### src/design/ttps_pkg.sv
// ----------------------------------------------------------------------------
// Transposition table package
// Request codes, bound codes, the work item passed from front to back, the
// result item, and the mate score adjustment shared by both sides.
// ----------------------------------------------------------------------------
package ttps_pkg;

  typedef enum logic [1:0] {
    REQ_PROBE = 2'd0,
    REQ_STORE = 2'd1,
    REQ_CLEAR = 2'd2,
    REQ_NONE  = 2'd3
  } req_t;

  localparam logic [1:0] BOUND_NONE  = 2'd0;
  localparam logic [1:0] BOUND_ALPHA = 2'd1;
  localparam logic [1:0] BOUND_BETA  = 2'd2;
  localparam logic [1:0] BOUND_EXACT = 2'd3;

  localparam logic [1:0]  REG_MATE_ADDR = 2'd0;
  localparam logic [14:0] MATE_RESET    = 15'd29936;

  localparam int MID_DEPTH = 2;
  localparam int OQ_DEPTH  = 4;
  localparam int RES_CNT_W = $clog2(OQ_DEPTH + 1);

  typedef struct packed {
    req_t               kind;
    logic [63:0]        key;
    logic [5:0]         ply;
    logic [5:0]         depth;
    logic signed [15:0] alpha;
    logic signed [15:0] beta;
    logic [24:0]        move;
    logic signed [15:0] score;
    logic [1:0]         bound;
  } work_t;

  typedef struct packed {
    logic               key_matched;
    logic               cutoff;
    logic [24:0]        move;
    logic signed [15:0] score;
  } result_t;

  // Move a mate score away from zero (away = 1) or back toward it by ply,
  // then saturate to 16 bits.
  function automatic logic signed [15:0] mate_adjust(
    input logic signed [15:0] score,
    input logic [5:0]         ply,
    input logic [14:0]        thr,
    input logic               away
  );
    logic signed [17:0] s;
    logic signed [17:0] t;
    logic signed [17:0] p;
    logic signed [17:0] r;
    logic signed [15:0] q;
    s = 18'(score);
    t = $signed({3'b000, thr});
    p = $signed({12'd0, ply});
    r = s;
    if (s > t) begin
      r = away ? s + p : s - p;
    end else if (s < -t) begin
      r = away ? s - p : s + p;
    end
    if (r > 18'sd32767) begin
      q = 16'sh7fff;
    end else if (r < -18'sd32768) begin
      q = 16'sh8000;
    end else begin
      q = r[15:0];
    end
    return q;
  endfunction

endpackage

### src/design/ttps_front.sv
// ----------------------------------------------------------------------------
// Transposition table front end
// Accepts requests, classifies them and prepares the stored mate score;
// holds off new requests while a table clear is pending or running.
// ----------------------------------------------------------------------------
module ttps_front (
  input  logic               clk,
  input  logic               rst,
  input  logic               push,
  output logic               full,
  input  logic [1:0]         req_type,
  input  logic [63:0]        pos_key,
  input  logic [5:0]         ply,
  input  logic [5:0]         depth_in,
  input  logic signed [15:0] alpha,
  input  logic signed [15:0] beta,
  input  logic [24:0]        move_in,
  input  logic signed [15:0] score_in,
  input  logic [1:0]         bound_in,
  input  logic [14:0]        mate_threshold,
  input  logic               mid_full,
  input  logic               sweep_done,
  output logic               mid_push,
  output ttps_pkg::work_t    mid_item
);

  logic clr_busy;
  logic accept;

  assign full     = mid_full | clr_busy;
  assign accept   = push & ~full;
  assign mid_push = accept;

  always_comb begin
    mid_item.kind  = ttps_pkg::req_t'(req_type);
    mid_item.key   = pos_key;
    mid_item.ply   = ply;
    mid_item.depth = depth_in;
    mid_item.alpha = alpha;
    mid_item.beta  = beta;
    mid_item.move  = move_in;
    mid_item.bound = bound_in;
    if (ttps_pkg::req_t'(req_type) == ttps_pkg::REQ_STORE) begin
      mid_item.score = ttps_pkg::mate_adjust(score_in, ply, mate_threshold, 1'b1);
    end else begin
      mid_item.score = score_in;
    end
  end

  // Hold off requests from a clear until its sweep ends; reset sweeps too.
  always_ff @(posedge clk) begin
    if (rst) begin
      clr_busy <= 1'b1;
    end else if (accept && ttps_pkg::req_t'(req_type) == ttps_pkg::REQ_CLEAR) begin
      clr_busy <= 1'b1;
    end else if (sweep_done) begin
      clr_busy <= 1'b0;
    end
  end

endmodule

### config.mk
export PLATFORM = sky130hd
export DESIGN_NAME = ttps_front
export DESIGN_NICKNAME = d
export VERILOG_FILES = /design/src/design/ttps_pkg.sv /design/src/design/ttps_front.sv
export SDC_FILE = /design/constraint.sdc
export NUM_CORES = 1
export LEC_CHECK = 0
export BUFFER_PORTS_ARGS = -buffer_cell sky130_fd_sc_hd__buf_2
export CORE_AREA = 2 2 129 131
export DETAILED_ROUTE_END_ITERATION = 10
export DIE_AREA = 0 0 131 133
export MAX_ROUTING_LAYER = met4
export SLEW_MARGIN = 0
export SYNTH_ARGS = -nofsm -noshare
export SYNTH_HDL_FRONTEND = slang
export SYNTH_SLANG_ARGS = --single-unit
### constraint.sdc
create_clock -name clk -period 4.33 [get_ports clk]
set_clock_uncertainty 0.05 [all_clocks]
set_input_delay 0.2165 -clock clk [delete_from_list [all_inputs] [get_ports clk]]
set_output_delay 0.2165 -clock clk [all_outputs]
set_load 0.01 [all_outputs]
==> reports/metrics.cfg <==
[route]
avgViaCountPerCell = 4.49
detail_route.wirelength_mm = 10.8
dr_total_vias = 2956
dr_wl_met3_um = 759
drtPass1Iterations = 4
met2RoutedLength_mm = 5.06
drcViolationCount = 0
1st_iter_drt_viols = 99
routedWlPerCell_um = 16.4
top_layer_used = met4
ant_nets = 0
wl_met1_mm = 4.14

[floorplanning]
floorplan.initialDensity_pct = 20.5
number_of_i_o_pins = 328
placementRows = 47
die_h_um = 133
die_width_um = 131
core_area_um2 = 16200
die-area_um2 = 17400

[synthesis]
synthDominantCellAreaShare_pct = 31.1
synth.distinct_cells = 60
fraction_of_synthesis_flops_using_an_asynchronous_set_or_reset_pin_pct = 0
net_count_of_the_mapped_netlist = 675
ys_seq_elements = 1
synth.avg_cell_area_um2 = 7.28
synth_area_leader_cell = buf_4
yosys_warnings = 0
synthMostInstantiatedCell = buf_4
yosysSeqAreaShare_pct = 0.605
netlist_area_um2 = 3310
gate_count_of_the_mapped_netlist = 455
synthTopCellsByArea = buf_4 31%, ha_1 17%, inv_1 3.9%, xnor2_1 3.2%, a21oi_1 3.0%
ys_dominant_reg_cell = dfxtp_1
number_of_synthesized_flops_with_an_enable_pin = 0
netlist_top_cells_count = 137 x buf_4, 45 x ha_1, 34 x inv_1

[global_routing]
gr-usage-all-layers_pct = 12.2
largest_net_degree_at_the_start_of_global_routing = 16
antenna_violations_before_repair = 0
grt_overflow_total = 0
grt_pass1_wl_mm = 16.2
grt_pass1_vias = 2918

[sta]
slew_violations = 0
slew_at_the_pin_closest_to_its_max_slew_limit_ns = 0.851
setup_viol_count_final = 16
max_freq_ghz = 0.213
final_cycle_share_pct = 108
slew_headroom_pct = 43.0
final_hold_violation_count = 0
final.min_clock_period_ns = 4.69
fin_ws_ns = -0.362
rsz0062_at_grt = yes

[power_and_ir_drop]
total_power_uw = 338
power_per_cell_area_nw_per_um2 = 95.3
power_leakage_uw = 0.00165
power_frac_seq_pct = 3.1
sw_frac_of_total_pct = 52.4
p_comb_share_pct = 96.9
switching_power_uw = 177
vdd_ir_drop_max_v = 0.0000354
clock_network_fraction_of_total_power_pct = 0
cellInternalPower_uw = 161

[worst_setup_path]
worstPathBufferInverterCount = 5
regToRegStartpoint = clr_busy$_SDFFE_PP1P_
rr_endpoint = clr_busy$_SDFFE_PP1P_
worstSetupStartpointType = input port
critical_path.most_common_cell = or3_4
crit_arrival_ns = 4.43
crit_path_max_incr_delay_ns = 0.56
crit_path_max_delay_family = simple AND/OR/NAND/NOR gates
r2r_cells = 3
critical_path_peak_fanout = 8
worstPathRequired_ns = 4.06
crit_path_cell_trace = buf_6 > inv_4 > nand4_1 > or3_4 > or4_4 > or3_4 > nor3_4 > xnor2_1 > ha_1 > nand4_1 > or4_1 > a31oi_1 > o31a_1 > a21o_1 > buf_4 > nor3_4 > or3_4 > buf_4 > a21oi_2 > buf_2
worst-setup-path-type = input port to primary output
endpoint_kind = primary output
r2r_setup_slack_ns = 3.35
crit_path_top_delay_cell = or4_1

[cells_and_area]
largest_registers = clr_busy (1)
post_route_cells_drive_above_1_share_pct = 39.3
largest_register_ffs = 1
design.final.nets = 660
area.growth.synth_to_final_pct = 6.99
n_antenna_cell = 0
instances_no_fill = 658
max_flop_register = clr_busy

[placement]
place_congestion = 0.908
detailedPlacementHpwl_mm = 8.81
placed_cells = 626
port_buffers = 69

[hold_path]
hold_path_stages = 2
hold_start = rst
hold-path-endpoint = clr_busy$_SDFFE_PP1P_
holdCritPathClass = input port to flop

[status]
status = complete, but fails checks
violated_checks = setup timing

[job]
max_cap_viol_count = 0

[clock_network]
clkLatencyLatePin_ns = 0
ctsHoldBuffers = 0
clock_pin_slew_on_the_worst_setup_and_hold_paths_ns = 0

-- worst max-delay path by stage --
stage / slack (ns) / start / depth (start not counted) / end
floorplan: -0.05 / mate_threshold[4] / 18 / mid_item[9]
global placement: -0.41 / mate_threshold[3] / 21 / mid_item[6]
detailed placement: -0.43 / mate_threshold[3] / 19 / mid_item[15]
CTS: -0.36 / mate_threshold[2] / 20 / mid_item[9]
global route: -0.53 / mate_threshold[2] / 20 / mid_item[16]
finish: -0.36 / mate_threshold[2] / 20 / mid_item[16]
-- power by group through the flow --
stage               Sequential (uW)  Combinational [uW]  Clock [uW]
floorplan                      10.3                 295           0
global placement               10.4                 276           0
detailed placement             10.3                 280           0
CTS                            10.4                 318           0
global route                   10.4                 364           0
finish                         10.4                 327           0
-- cell type report --
cell class              count  area, um^2
well taps                 220         275
flip-flops and latches      1        20.0
fillers                  1833       12600
repair buffers            127         851
multi-input cells         276        2260
inverters                  34         133
-- kinds of logic after synthesis --
family | after synthesis | synth area share, %
compound gates | 91 | 19.4
buf+inv | 178 | 36.4
fa+ha+maj | 47 | 18.2
mux | 3 | 0.907
simple gates | 122 | 21.1
xor+xnor | 13 | 3.44
flops | 1 | 0.605
-- per-stage QoR --
step           setup slack [ns]  hold slack, ns  utilization, %  TNS [ns]  area (um^2)
6_report                 -0.362           0.364            21.9     -4.57         3540
5_1_grt                  -0.534           0.383            21.9     -7.35         3540
4_1_cts                  -0.356           0.370            21.3     -3.97         3450
3_5_place_dp             -0.431           0.377            19.0     -5.47         3080
3_3_place_gp             -0.406           0.365            19.0     -5.27         3080
2_1_floorplan           -0.0465           0.273               -   -0.0902         3340
-- cells in the final DEF, fill, tap and decap left out, drive strengths merged, types with 2 or more instances in the layout --
master	synthesis	layout
buf	141	127
o21bai	4	4
o22ai	6	6
nor2b	7	7
fa	2	2
nand3	8	8
xnor2	12	12
a22o	4	4
and2	3	3
and3	5	5
nand2	21	21
o211ai	4	4
or3	7	7
a21oi	21	21
mux2i	3	3
a32o	3	3
nor4	10	10
inv	34	34
nand4b	3	3
o211a	2	2
or4b	2	2
nand2b	4	4
nor2	26	26
a21o	9	9
o21a	4	4
or4	4	4
or2	2	2
o21ai	13	13
a211oi	7	7
nand4	7	7
a32oi	5	5
ha	45	45
nor3	10	10
-- timing repair --
action | 4_1_cts | 5_1_grt
gates cloned | 0 | 0
pin swaps | 14 | 18
setup buffers | 32 | 3
endpoints found under the setup margin | 15 | 16
resized for setup | 36 | 16
-- metal layers --
layer | track usage [%] | vias to the layer above
li1 | - | 1432
met1 | 13.8 | 1331
met2 | 19.9 | 109
met3 | 1.42 | 84
met4 | 8.27 | 0
met5 | - | -
Note: power is estimated with default switching activity, not from simulation.
