File: src/design/ttps_fifo.sv
// ----------------------------------------------------------------------------
// Small queue
// Register-based first-in first-out queue with full and empty flags.
// ----------------------------------------------------------------------------
module ttps_fifo #(
  parameter int WIDTH = 8,
  parameter int DEPTH = 2
) (
  input  logic             clk,
  input  logic             rst,
  input  logic             push,
  input  logic [WIDTH-1:0] wdata,
  output logic             full,
  input  logic             pop,
  output logic [WIDTH-1:0] rdata,
  output logic             empty
);

  localparam int PTR_W = (DEPTH > 1) ? $clog2(DEPTH) : 1;
  localparam int CNT_W = $clog2(DEPTH + 1);

  logic [WIDTH-1:0] slots [DEPTH];
  logic [PTR_W-1:0] wr_ptr;
  logic [PTR_W-1:0] rd_ptr;
  logic [CNT_W-1:0] count;
  logic             do_push;
  logic             do_pop;

  assign full    = (count == CNT_W'(DEPTH));
  assign empty   = (count == '0);
  assign do_push = push & ~full;
  assign do_pop  = pop & ~empty;
  assign rdata   = slots[rd_ptr];

  always_ff @(posedge clk) begin
    if (rst) begin
      wr_ptr <= '0;
      rd_ptr <= '0;
      count  <= '0;
    end else begin
      if (do_push) begin
        wr_ptr <= (wr_ptr == PTR_W'(DEPTH - 1)) ? '0 : wr_ptr + 1'b1;
      end
      if (do_pop) begin
        rd_ptr <= (rd_ptr == PTR_W'(DEPTH - 1)) ? '0 : rd_ptr + 1'b1;
      end
      if (do_push && !do_pop) begin
        count <= count + 1'b1;
      end else if (do_pop && !do_push) begin
        count <= count - 1'b1;
      end
    end
  end

  always_ff @(posedge clk) begin
    if (do_push) begin
      slots[wr_ptr] <= wdata;
    end
  end

endmodule

File: config.mk
export PLATFORM = sky130hd
export DESIGN_NAME = ttps_fifo
export DESIGN_NICKNAME = d
export VERILOG_FILES = /design/src/design/ttps_fifo.sv
export SDC_FILE = /design/constraint.sdc
export NUM_CORES = 1
export LEC_CHECK = 0
export BUFFER_PORTS_ARGS = -buffer_cell sky130_fd_sc_hd__buf_2
export CORE_MARGIN = 2
export CORE_UTILIZATION = 35
export DETAILED_ROUTE_END_ITERATION = 7
export PLACE_DENSITY_LB_ADDON = 0.25
export REMOVE_ABC_BUFFERS = 1
export SYNTH_ARGS = -nofsm -noshare
export SYNTH_HDL_FRONTEND = slang
export SYNTH_SLANG_ARGS = --single-unit
File: constraint.sdc
create_clock -name clk -period 1.7 [get_ports clk]
set_input_delay 0.425 -clock clk [delete_from_list [all_inputs] [get_ports clk]]
set_output_delay 0.425 -clock clk [all_outputs]
set_load 0.005 [all_outputs]
==> impl_results.md, run 1 <==
- Outcome: complete, no violations
- Xor/xnor share of the synthesized area: 0.0331
- Adder-Cell Fraction of Synth Area: 0.0158
- CTS H-tree depth: 1
- Vias in the first global route: 484
- Yosys top cell area share: 0.606
- First-pass GRT wire length: 1890 µm
- Final net count: 88
- Met1 Usage GRT: 0.0972
- Fmax: 622 MHz
- Fraction of layout cells with a size suffix above 1: 0.473
- Number of remaining DRC errors: 0
- Seq cells post-synth: 21
- Port bufs: 21
- Post-CTS Setup Bufs: 0
- Final Skew: 3.59 ps
- Via-per-instance ratio: 4.54
- # fillers: 222
- Clk buf depth: 2
- Pin count of the biggest net entering global routing: 13
- Synth async-reset ratio: 0
- Register area share after synthesis: 0.732
- Placed wire-length estimate: 952 µm
- First drt pass iteration count: 1
- CP Max Fanout: 8
- Antenna Cells: 0
- RSZ-0062 raised after global routing: no
- Startpoint types: flop
- CTS tree: yes
- Post-synthesis compound-gate area fraction: 0.0315
- Num ports: 22
- Top FF cell, synth: edfxtp_1
- Crit end category: primary output
- Synth top area cells: edfxtp_1, dfxtp_1, mux2_2, xor2_1, nor2_1
- Hold Path Class: in2reg
- Clock period minus worst slack: 1610 ps
- Starting DRT DRC Count: 0
- Max capacitance violation total: 0
- Power Density: 1380 nW/µm²
- CTS clock-pin slew for the worst setup and hold paths: 110 ps
- GRT met2 Usage: 0.192
- Root buffer cell: clkbuf_4
- Die area: 2660 µm²
- Synth Instances: 50
- Final setup viols: 0
- Fin. max-slew vios: 0
- Synth top cells by count: edfxtp_1, mux2_2, dfxtp_1, nor2_1
- Total wire length: 1240 µm
- Antenna violations before repair: 0
- Fin crit share: 0.946
- Crit Path Category: reg2out
- Peak VDD IR: 0.639 mV
- Post-layout power: 0.00132 W
- Reg-to-Reg Start: count[1]
- Area growth, synth to finish: 21.0%
- Core box area: 2170 µm²
- Non-filler cells, final: 102
- Worst slew pin tran: 375 ps
- Synth warn: 0
- DR vias: 463
- Worst Path Required: 1270 ps
- Global Route Usage Sum: 0.0993
- Post-synthesis mux area share: 0.114
- Final Wtd Congestion: 0.661
- Die width: 51.6 µm
- Post-Route Setup TNS: 0 ps
- Met3 usage: 0.0287
- CTS Hold Bufs: 0
- Syn avg cell area: 15.9 µm²
- Leakage power: 0.381 nW
- Worst skew pair latency: 290 ps
- Largest area contributor in the netlist: edfxtp_1
- Starting density of the core: 0.366
- Grt total ovfl: 0
- Final hold violations: 0
- Num CTS Buffers: 3
- FP Rows: 17
- Avg WL per Cell: 12.1 µm
- Rel. slew slack: 0.750
- Chip height: 51.6 µm
- Clock sink count: 21
- Cell variety after synth: 13
- Placed instance count: 98
- Main combinational cell family by area after synthesis: multiplexers
- Gr busiest metal: met2
- Synth Cell Area: 793 µm²
- Hold Slack: 312 ps
- Final ANT Viol Nets: 0
- Synth Area in Simple Gates: 0.0584
- Post-synth EDFFs: 16
- Hold Crit Start: wdata[5]
- Most frequent cell after synthesis: edfxtp_1
- WP data arrival: 1180 ps
## sequential cells by signal (all words and copies together), names as in the netlist, named ones only
register  flops
rd_ptr        1
count         2
slots        16
wr_ptr        1
## path summary, 6_finish.rpt
kind,end,depth (start not counted),slack [ps]
setup / recovery,rdata[0],2,90
hold reg to reg,wr_ptr,2,500
hold / removal,slots[1][5],1,310
setup reg to reg,count[1],5,130
## report_power, final
group	total (W)	switching [W]	internal [W]
Combinational	0.000366	0.000166	0.000200
Clock	0.000226	0.000138	0.0000875
Sequential	0.000731	0.0000702	0.000661
Total	0.00132	0.000374	0.000948
## layer usage
layer	vias up	share of wire
li1	229	-
met1	219	0.41
met2	15	0.53
met3	0	0.062
met4	0	0
met5	-	0
## cell families after synthesis
family,count (synthesis)
AOI/OAI and AO/OA,5
xor gates and xnor gates,3
adders and majority gates,1
buffers and inverters,3
DFF,21
muxes,8
and+or+nand+nor,9
## cell usage in the layout, fill, tap and decap left out
cell type  instances
clkbuf_4           3
xor2_1             3
dfxtp_1            4
o21ai_0            3
nor2b_2            1
or3_1              2
nor2_1             5
a21oi_1            2
clkinv_2           1
inv_1              2
ha_1               1
mux2_2             8
buf_2             21
dfxtp_4            1
edfxtp_1          16
and2_1             1
## timing repair
| item | in CTS | in global routing |
|---|---|---|
| setup endpoints to repair | 8 | 8 |
| endpoints found under the hold margin | 0 | 0 |
| gates resized for setup | 1 | 1 |
## layout make-up
class / count / area [µm²] / area share
Sequential cell: 21 / 584 / 0.609
Multi-Input combinational cell: 26 / 200 / 0.209
Timing Repair Buffer: 21 / 105 / 0.110
Tap cell: 28 / 35.0 / 0.0365
Clock buffer: 3 / 22.5 / 0.0235
Inverter: 2 / 7.51 / 0.00782
Clock inverter: 1 / 5.00 / 0.00522
## worst max-delay path: stages (launching register included)
cell and delay (ps):
dfxtp_4 420, mux2_2 340, buf_2 130
## per-stage QoR
| stage | setup slack (ps) | util | area (µm²) |
|---|---|---|---|
| finish | 91.4 | 0.442 | 960 |
| global route | 13.1 | 0.442 | 960 |
| CTS | 12.3 | 0.441 | 957 |
| detailed placement | 132 | 0.428 | 928 |
| global placement | 168 | 0.428 | 928 |
| floorplan | 245 | - | 788 |
Power figures use the tool's default switching activity.
==> inputs of run 2 (changes only) <==
- ABC_AREA: default -> 1
- PLACE_DENSITY_LB_ADDON: 0.25 -> default
==> run 2 against run 1 <==
Against the previous run: final area grew 5.2%; clock-buffer cell count unchanged; largest cell class unchanged; first-iteration DRC count grew 5; largest power group unchanged.
==> impl_results.md, run 2 <==
- Final net count: 102 (+16%)
- Chip height: 52.6 µm (+2.0%)
- Clock sink count: 21 (unchanged)
- Final Wtd Congestion: 0.626 (-5.2%)
- Synth warn: 0 (unchanged)
- FP Rows: 17 (unchanged)
- Seq cells post-synth: 21 (unchanged)
- CP max stage cell: dfxtp_4
- Worst Path Required: 1270 ps (about the same)
- CTS Hold Bufs: 0 (unchanged)
- Post-layout power: 0.00135 W (+2.4%)
- Synth async-reset ratio: 0 (unchanged)
- Synth top area cells: edfxtp_1, dfxtp_1, mux2_2, nor2_1, inv_1
- Post-placement setup slack: 240 ps (+108 ps)
- Grt total ovfl: 0 (unchanged)
- Post-Route Setup TNS: 0 ps (unchanged)
- Post-CTS Setup Bufs: 0 (unchanged)
- CTS tree: yes
- Worst skew pair latency: 290 ps (about the same)
- Final Skew: 8.31 ps (+4.73 ps)
- Crit end category: primary output
- Fin. max-slew vios: 0 (unchanged)
- Met1 Usage GRT: 0.114 (+0.0171)
- Port bufs: 21 (unchanged)
- Top FF cell, synth: edfxtp_1
- CTS clock-pin slew for the worst setup and hold paths: 110 ps (about the same)
- Final setup margin: 99.0 ps (+7.68 ps)
- Final hold violations: 0 (unchanged)
- Starting density of the core: 0.371 (+0.00524)
- Design Area, Final: 1010 µm² (+5.2%)
- Peak VDD IR: 0.539 mV (-16%)
- Rel. slew slack: 0.798 (+0.0481)
- Die width: 52.6 µm (+2.0%)
- Via-per-instance ratio: 4.51 (-0.67%)
- Register area share after synthesis: 0.701 (-0.0310)
- Largest register FFs: 16 (unchanged)
- Power Density: 1340 nW/µm² (-2.7%)
- Area growth, synth to finish: 21.9%
- Critical Path, Cell by Cell: mux2_2 > buf_2
- Biggest register: slots
- Root buffer cell: clkbuf_4
- Max capacitance violation total: 0 (unchanged)
- Cell Area, Placed: 978 µm² (+5.4%)
- Clock period minus worst slack: 1600 ps (-7.68 ps)
- Largest area contributor in the netlist: edfxtp_1
- First drt pass iteration count: 4 (+3)
- Gr busiest metal: met2
- GRT met2 Usage: 0.181 (-0.0111)
- Leakage power: 0.419 nW (+10%)
- Yosys top cell area share: 0.580 (-0.0256)
- # fillers: 211 (-5.0%)
- Met3 usage: 0.0257 (-0.00302)
- Outcome: complete, no violations
- Most frequent cells in the layout: buf_2, edfxtp_1, nor2_1, mux2_2, inv_1
- Global Route Usage Sum: 0.107 (+0.00750)
- Synth top cells by count: edfxtp_1, nor2_1, mux2_2
- Starting DRT DRC Count: 5 (+5)
- Num CTS Buffers: 3 (unchanged)
- Commonest non-fill, non-tap cell in the layout: buf_2
- Startpoint types: flop
- WP data arrival: 1180 ps (about the same)
- Cell variety after synth: 16 (+3)
- Fmax: 625 MHz (+0.48%)
- CTS H-tree depth: 1 (unchanged)
- First-pass GRT wire length: 2010 µm (+6.6%)
- Pin count of the biggest net entering global routing: 13 (unchanged)
- Fraction of layout cells with a size suffix above 1: 0.466 (-0.00706)
- Worst slew pin tran: 302 ps (-72.6 ps)
- Final setup viols: 0 (unchanged)
- Largest registers: slots: 16 flops, count: 2 flops
- Avg WL per Cell: 11.1 µm (-8.7%)
- Synth Instances: 62 (+24%)
- Clk buf depth: 2 (unchanged)
- Hold Path Class: in2reg
- CP Max Fanout: 8 (unchanged)
- Total wire length: 1290 µm (+3.9%)
- Final ANT Viol Nets: 0 (unchanged)
- Antenna violations before repair: 0 (unchanged)
- Die area: 2770 µm² (+4.1%)
- Crit Path Category: reg2out
- Core box area: 2230 µm² (+2.9%)
- Placed wire-length estimate: 985 µm (+3.4%)
- Synth Cell Area: 828 µm² (+4.4%)
- Flop-to-flop setup slack: 270 ps (+140 ps)
- Number of remaining DRC errors: 0 (unchanged)
- Antenna Cells: 0 (unchanged)
- RSZ-0062 raised after global routing: no
- DR vias: 523 (+13%)
- Largest stage delay, worst path: 420 ps (about the same)
- Num ports: 22 (unchanged)
- Area of the multi-input gates: 209 µm² (+4.4%)
- Post-synth EDFFs: 16 (unchanged)
- Syn avg cell area: 13.4 µm² (-16%)
- Vias in the first global route: 496 (+2.5%)
- Fin crit share: 0.942 (-0.00452)
- Register area: 584 µm² (unchanged)
- Most frequent cell after synthesis: edfxtp_1
## run 2: cell types whose count changed after synthesis, moves of 3 or more
cell / before / now
nor2_1: 5 / 9
inv_1: 2 / 7
xor2_1: 3 / 0
nand2_1: 0 / 4
## run 2: layer usage
layer,vias up,wire length (µm)
li1,263,-
met1,245,531
met2,13,670
met3,2,71
met4,0,13
met5,-,0
## run 2: critical path, delay by kind of cell, from the launching register on
kind                   cells  cell delay [ps]
buffers and inverters      1              120
flip-flops                 1              420
multiplexers               1              340
## run 2: per-stage QoR
stage | hold WS [ps] | cells | util
final | 307 | 116 | 0.452
after detailed placement | 511 | 112 | 0.438
after floorplan | 474 | 61 | -
after global routing | 285 | 116 | 0.452
after CTS | 297 | 116 | 0.451
after global placement | 490 | 112 | 0.438
## run 2: repair_timing
item	in CTS	in global routing
endpoints found under the hold margin	0	0
setup endpoints to repair	8	8
pin swaps	0	0
gates resized for setup	1	1
## run 2: cells by family (layout without fill, tap and decap cells)
family / count (synthesis) / after routing / share of synthesized area
adder cells (fa/ha/maj): 1 / 1 / 0.0151
multiplexers: 8 / 8 / 0.109
buffers and inverters: 10 / 36 / 0.0468
AND/OR/NAND/NOR: 16 / 16 / 0.0831
AO/OA/AOI/OAI: 6 / 6 / 0.0453
flip-flops: 21 / 21 / 0.701
## run 2: final timing paths
check | start | to | cells past startpoint
min reg2reg | wr_ptr | wr_ptr | 2
max | flop | rdata[1] | 2
min | wdata[1] | slots[1][1] | 1
max reg2reg | count[1] | count[1] | 9
## run 2: area by class of cell
class                           count  share of cell area
Clock inverter                      1             0.00496
Inverter                            9              0.0335
Clock buffer                        3              0.0223
Multi-Input combinational cell     31               0.207
Sequential cell                    21               0.579
Tap cell                           28              0.0347
Timing Repair Buffer               23               0.119
## run 2: power breakdown
part	switching (W)	internal (W)	total, W
registers	0.0000725	0.000658	0.000731
clock network	0.000139	0.0000875	0.000227
logic	0.000192	0.000204	0.000396
==> inputs of run 3 (changes only) <==
--- a/config.mk
+++ b/config.mk
@@ -6,8 +6,8 @@
 export NUM_CORES = 1
 export LEC_CHECK = 0
-export ABC_AREA = 1
 export BUFFER_PORTS_ARGS = -buffer_cell sky130_fd_sc_hd__buf_2
 export CORE_MARGIN = 2
 export CORE_UTILIZATION = 35
+export CTS_CLUSTER_DIAMETER = 200
 export DETAILED_ROUTE_END_ITERATION = 7
 export REMOVE_ABC_BUFFERS = 1
==> constraint.sdc (replaced) <==
create_clock -name clk -period 1.7 [get_ports clk]
set_input_delay 0.425 -clock clk [delete_from_list [all_inputs] [get_ports clk]]
set_output_delay 0.425 -clock clk [all_outputs]
set_load 0.01 [all_outputs]
==> run 3 against run 2 <==
Against the previous run: via count fell by 12%; final area decreased by 5.0%; sequential cell count unchanged; clock power about the same; non-clock buffer count decreased by 2; core utilization shrank 0.98 points; maximum frequency is 2.1% lower.
==> impl_results.md, run 3 (synthesized netlist as in run 1, its figures left out) <==
- Largest stage delay, worst path: 430 ps (about the same)
- Worst Path Required: 1270 ps (about the same)
- Root buffer cell: clkbuf_4
- Worst R2R End: count[1]
- Via-per-instance ratio: 4.52 (+0.24%)
- Clock sink count: 21 (unchanged)
- Die area: 2660 µm² (-3.9%)
- P_int: 0.000950 W (about the same)
- Clock power frac: 0.169 (about the same)
- Final Skew: 11.5 ps (+3.23 ps)
- Final net count: 88 (-14%)
- Final Wtd Congestion: 0.622 (-0.72%)
- Pin count of the biggest net entering global routing: 13 (unchanged)
- Clk buf depth: 2 (unchanged)
- Avg WL per Cell: 11.8 µm (+5.9%)
- Clock period minus worst slack: 1640 ps (+34.9 ps)
- Final ANT Viol Nets: 0 (unchanged)
- Worst skew pair latency: 300 ps (about the same)
- Placed wire-length estimate: 859 µm (-13%)
- Sequential power share: 0.536 (-0.004)
- DR vias: 461 (-12%)
- Biggest register: slots
- Post-placement setup slack: 110 ps (-130 ps)
- Post-CTS Setup Bufs: 0 (unchanged)
- Post-CTS Resized: 2 (+1)
- # fillers: 216 (+2.4%)
- Sw frac: 0.302 (+0.00305)
- First-pass GRT wire length: 1930 µm (-4.1%)
- Fraction of layout cells with a size suffix above 1: 0.473 (+0.00706)
- Register area: 584 µm² (unchanged)
- Crit Path Category: reg2out
- Port bufs: 21 (unchanged)
- Leakage power: 0.381 nW (-9.1%)
- Critical Path, Cell by Cell: mux2_2 > buf_2
- Worst slew pin tran: 383 ps (+80.3 ps)
- CP max stage cell: dfxtp_4
- Antenna Cells: 0 (unchanged)
- Crit path buffers/inverters: 1 (unchanged)
- First drt pass iteration count: 4 (unchanged)
- Fin. max-slew vios: 0 (unchanged)
- Power Density: 1420 nW/µm² (+5.7%)
- Number of remaining DRC errors: 0 (unchanged)
- Num ports: 22 (unchanged)
- Final setup viols: 0 (unchanged)
- Core box area: 2170 µm² (-2.9%)
- FP Rows: 17 (unchanged)
- Logic pwr share: 0.295 (+0.002)
- Grt total ovfl: 0 (unchanged)
- Most frequent cells in the layout: buf_2, edfxtp_1, mux2_2, nor2_1, dfxtp_1
- Crit end category: primary output
- Chip height: 51.6 µm (-2.0%)
- Num CTS Buffers: 3 (unchanged)
- Hold Path End: slots[0][7]
- Largest register FFs: 16 (unchanged)
- Final hold violations: 0 (unchanged)
- Reg2Reg Depth: 5 (-4)
- Sw power: 0.000410 W (+1.5%)
- WHS Path Cells: 1 (unchanged)
- Rel. slew slack: 0.745 (-0.0533)
- Area of the multi-input gates: 200 µm² (-4.2%)
- RSZ-0062 raised after global routing: no
- Outcome: complete, no violations
- Die width: 51.6 µm (-2.0%)
- Reg-to-Reg Start: count[1]
- Flop-to-flop setup slack: 140 ps (-130 ps)
- Antenna violations before repair: 0 (unchanged)
- Hold Path Class: in2reg
- Vias in the first global route: 481 (-3.0%)
- WP data arrival: 1210 ps (+30 ps)
- Area growth, synth to finish: 21.0%
- Starting density of the core: 0.366 (-0.00524)
- CTS tree: yes
- Peak VDD IR: 0.909 mV (+69%)
- Post-Route Setup TNS: 0 ps (unchanged)
- Hold Crit Start: wdata[7]
- Fmax: 611 MHz (-2.1%)
- CTS clock-pin slew for the worst setup and hold paths: 120 ps (about the same)
- Startpoint types: flop
- CP Max Fanout: 8 (unchanged)
- Final setup margin: 64.1 ps (-34.9 ps)
- Largest registers: slots: 16 flops, count: 2 flops
- Starting DRT DRC Count: 6 (+1)
- Total wire length: 1200 µm (-6.8%)
- CTS H-tree depth: 1 (unchanged)
- CP top delay family: flip-flops
- CTS Hold Bufs: 0 (unchanged)
- Fin crit share: 0.962 (+0.0206)
- Max capacitance violation total: 0 (unchanged)
- Commonest non-fill, non-tap cell in the layout: buf_2
- Global Route Usage Sum: 0.104 (-0.00269)
==> run 3: worst max path at each step <==
stage	start	end	slack [ps]	depth (start not counted)
6_report	flop	rdata[7]	60	2
5_1_grt	flop	rdata[4]	2	2
4_1_cts	flop	rdata[7]	40	2
3_5_place_dp	pop	count[1]	110	5
3_3_place_gp	pop	count[1]	170	5
2_1_floorplan	count[1]	count[1]	210	5
==> run 3: final cells by class <==
type                            count  area share
Sequential cell                    21       0.609
Multi-Input combinational cell     26       0.209
Clock buffer                        3      0.0235
Tap cell                           28      0.0365
Inverter                            2     0.00782
Clock inverter                      1     0.00522
Timing Repair Buffer               21       0.110
==> run 3: through the flow <==
step | area (µm²) | std cells | power, W | utilization | hold slack [ps]
2_1_floorplan | 788 | 49 | 0.000994 | - | 452
3_3_place_gp | 928 | 98 | 0.00113 | 0.428 | 468
3_5_place_dp | 928 | 98 | 0.00114 | 0.428 | 475
4_1_cts | 960 | 102 | 0.00138 | 0.442 | 299
5_1_grt | 960 | 102 | 0.00146 | 0.442 | 284
6_report | 960 | 102 | 0.00136 | 0.442 | 308
==> run 3: worst reg2reg max path, stage by stage, from the launching register on <==
cell	delay, ps
dfxtp_1	400
nor2b_2	210
nor2_1	70
ha_1	310
or3_1	370
a21oi_1	140
==> run 3: power by group through the flow <==
| stage | combinational [W] | sequential (W) | clock (W) |
|---|---|---|---|
| CTS | 0.000409 | 0.000730 | 0.000241 |
| global route | 0.000450 | 0.000745 | 0.000267 |
| floorplan | 0.000278 | 0.000716 | 0 |
| global placement | 0.000395 | 0.000734 | 0 |
| finish | 0.000401 | 0.000728 | 0.000230 |
| detailed placement | 0.000405 | 0.000734 | 0 |
==> run 3: routing by layer <==
layer | up-vias | part of all wire | track usage
met2 | 22 | 0.46 | 0.182
met3 | 4 | 0.090 | 0.0374
li1 | 227 | - | -
met1 | 208 | 0.42 | 0.0987
met4 | 0 | 0.028 | 0.0789
met5 | - | 0 | 0
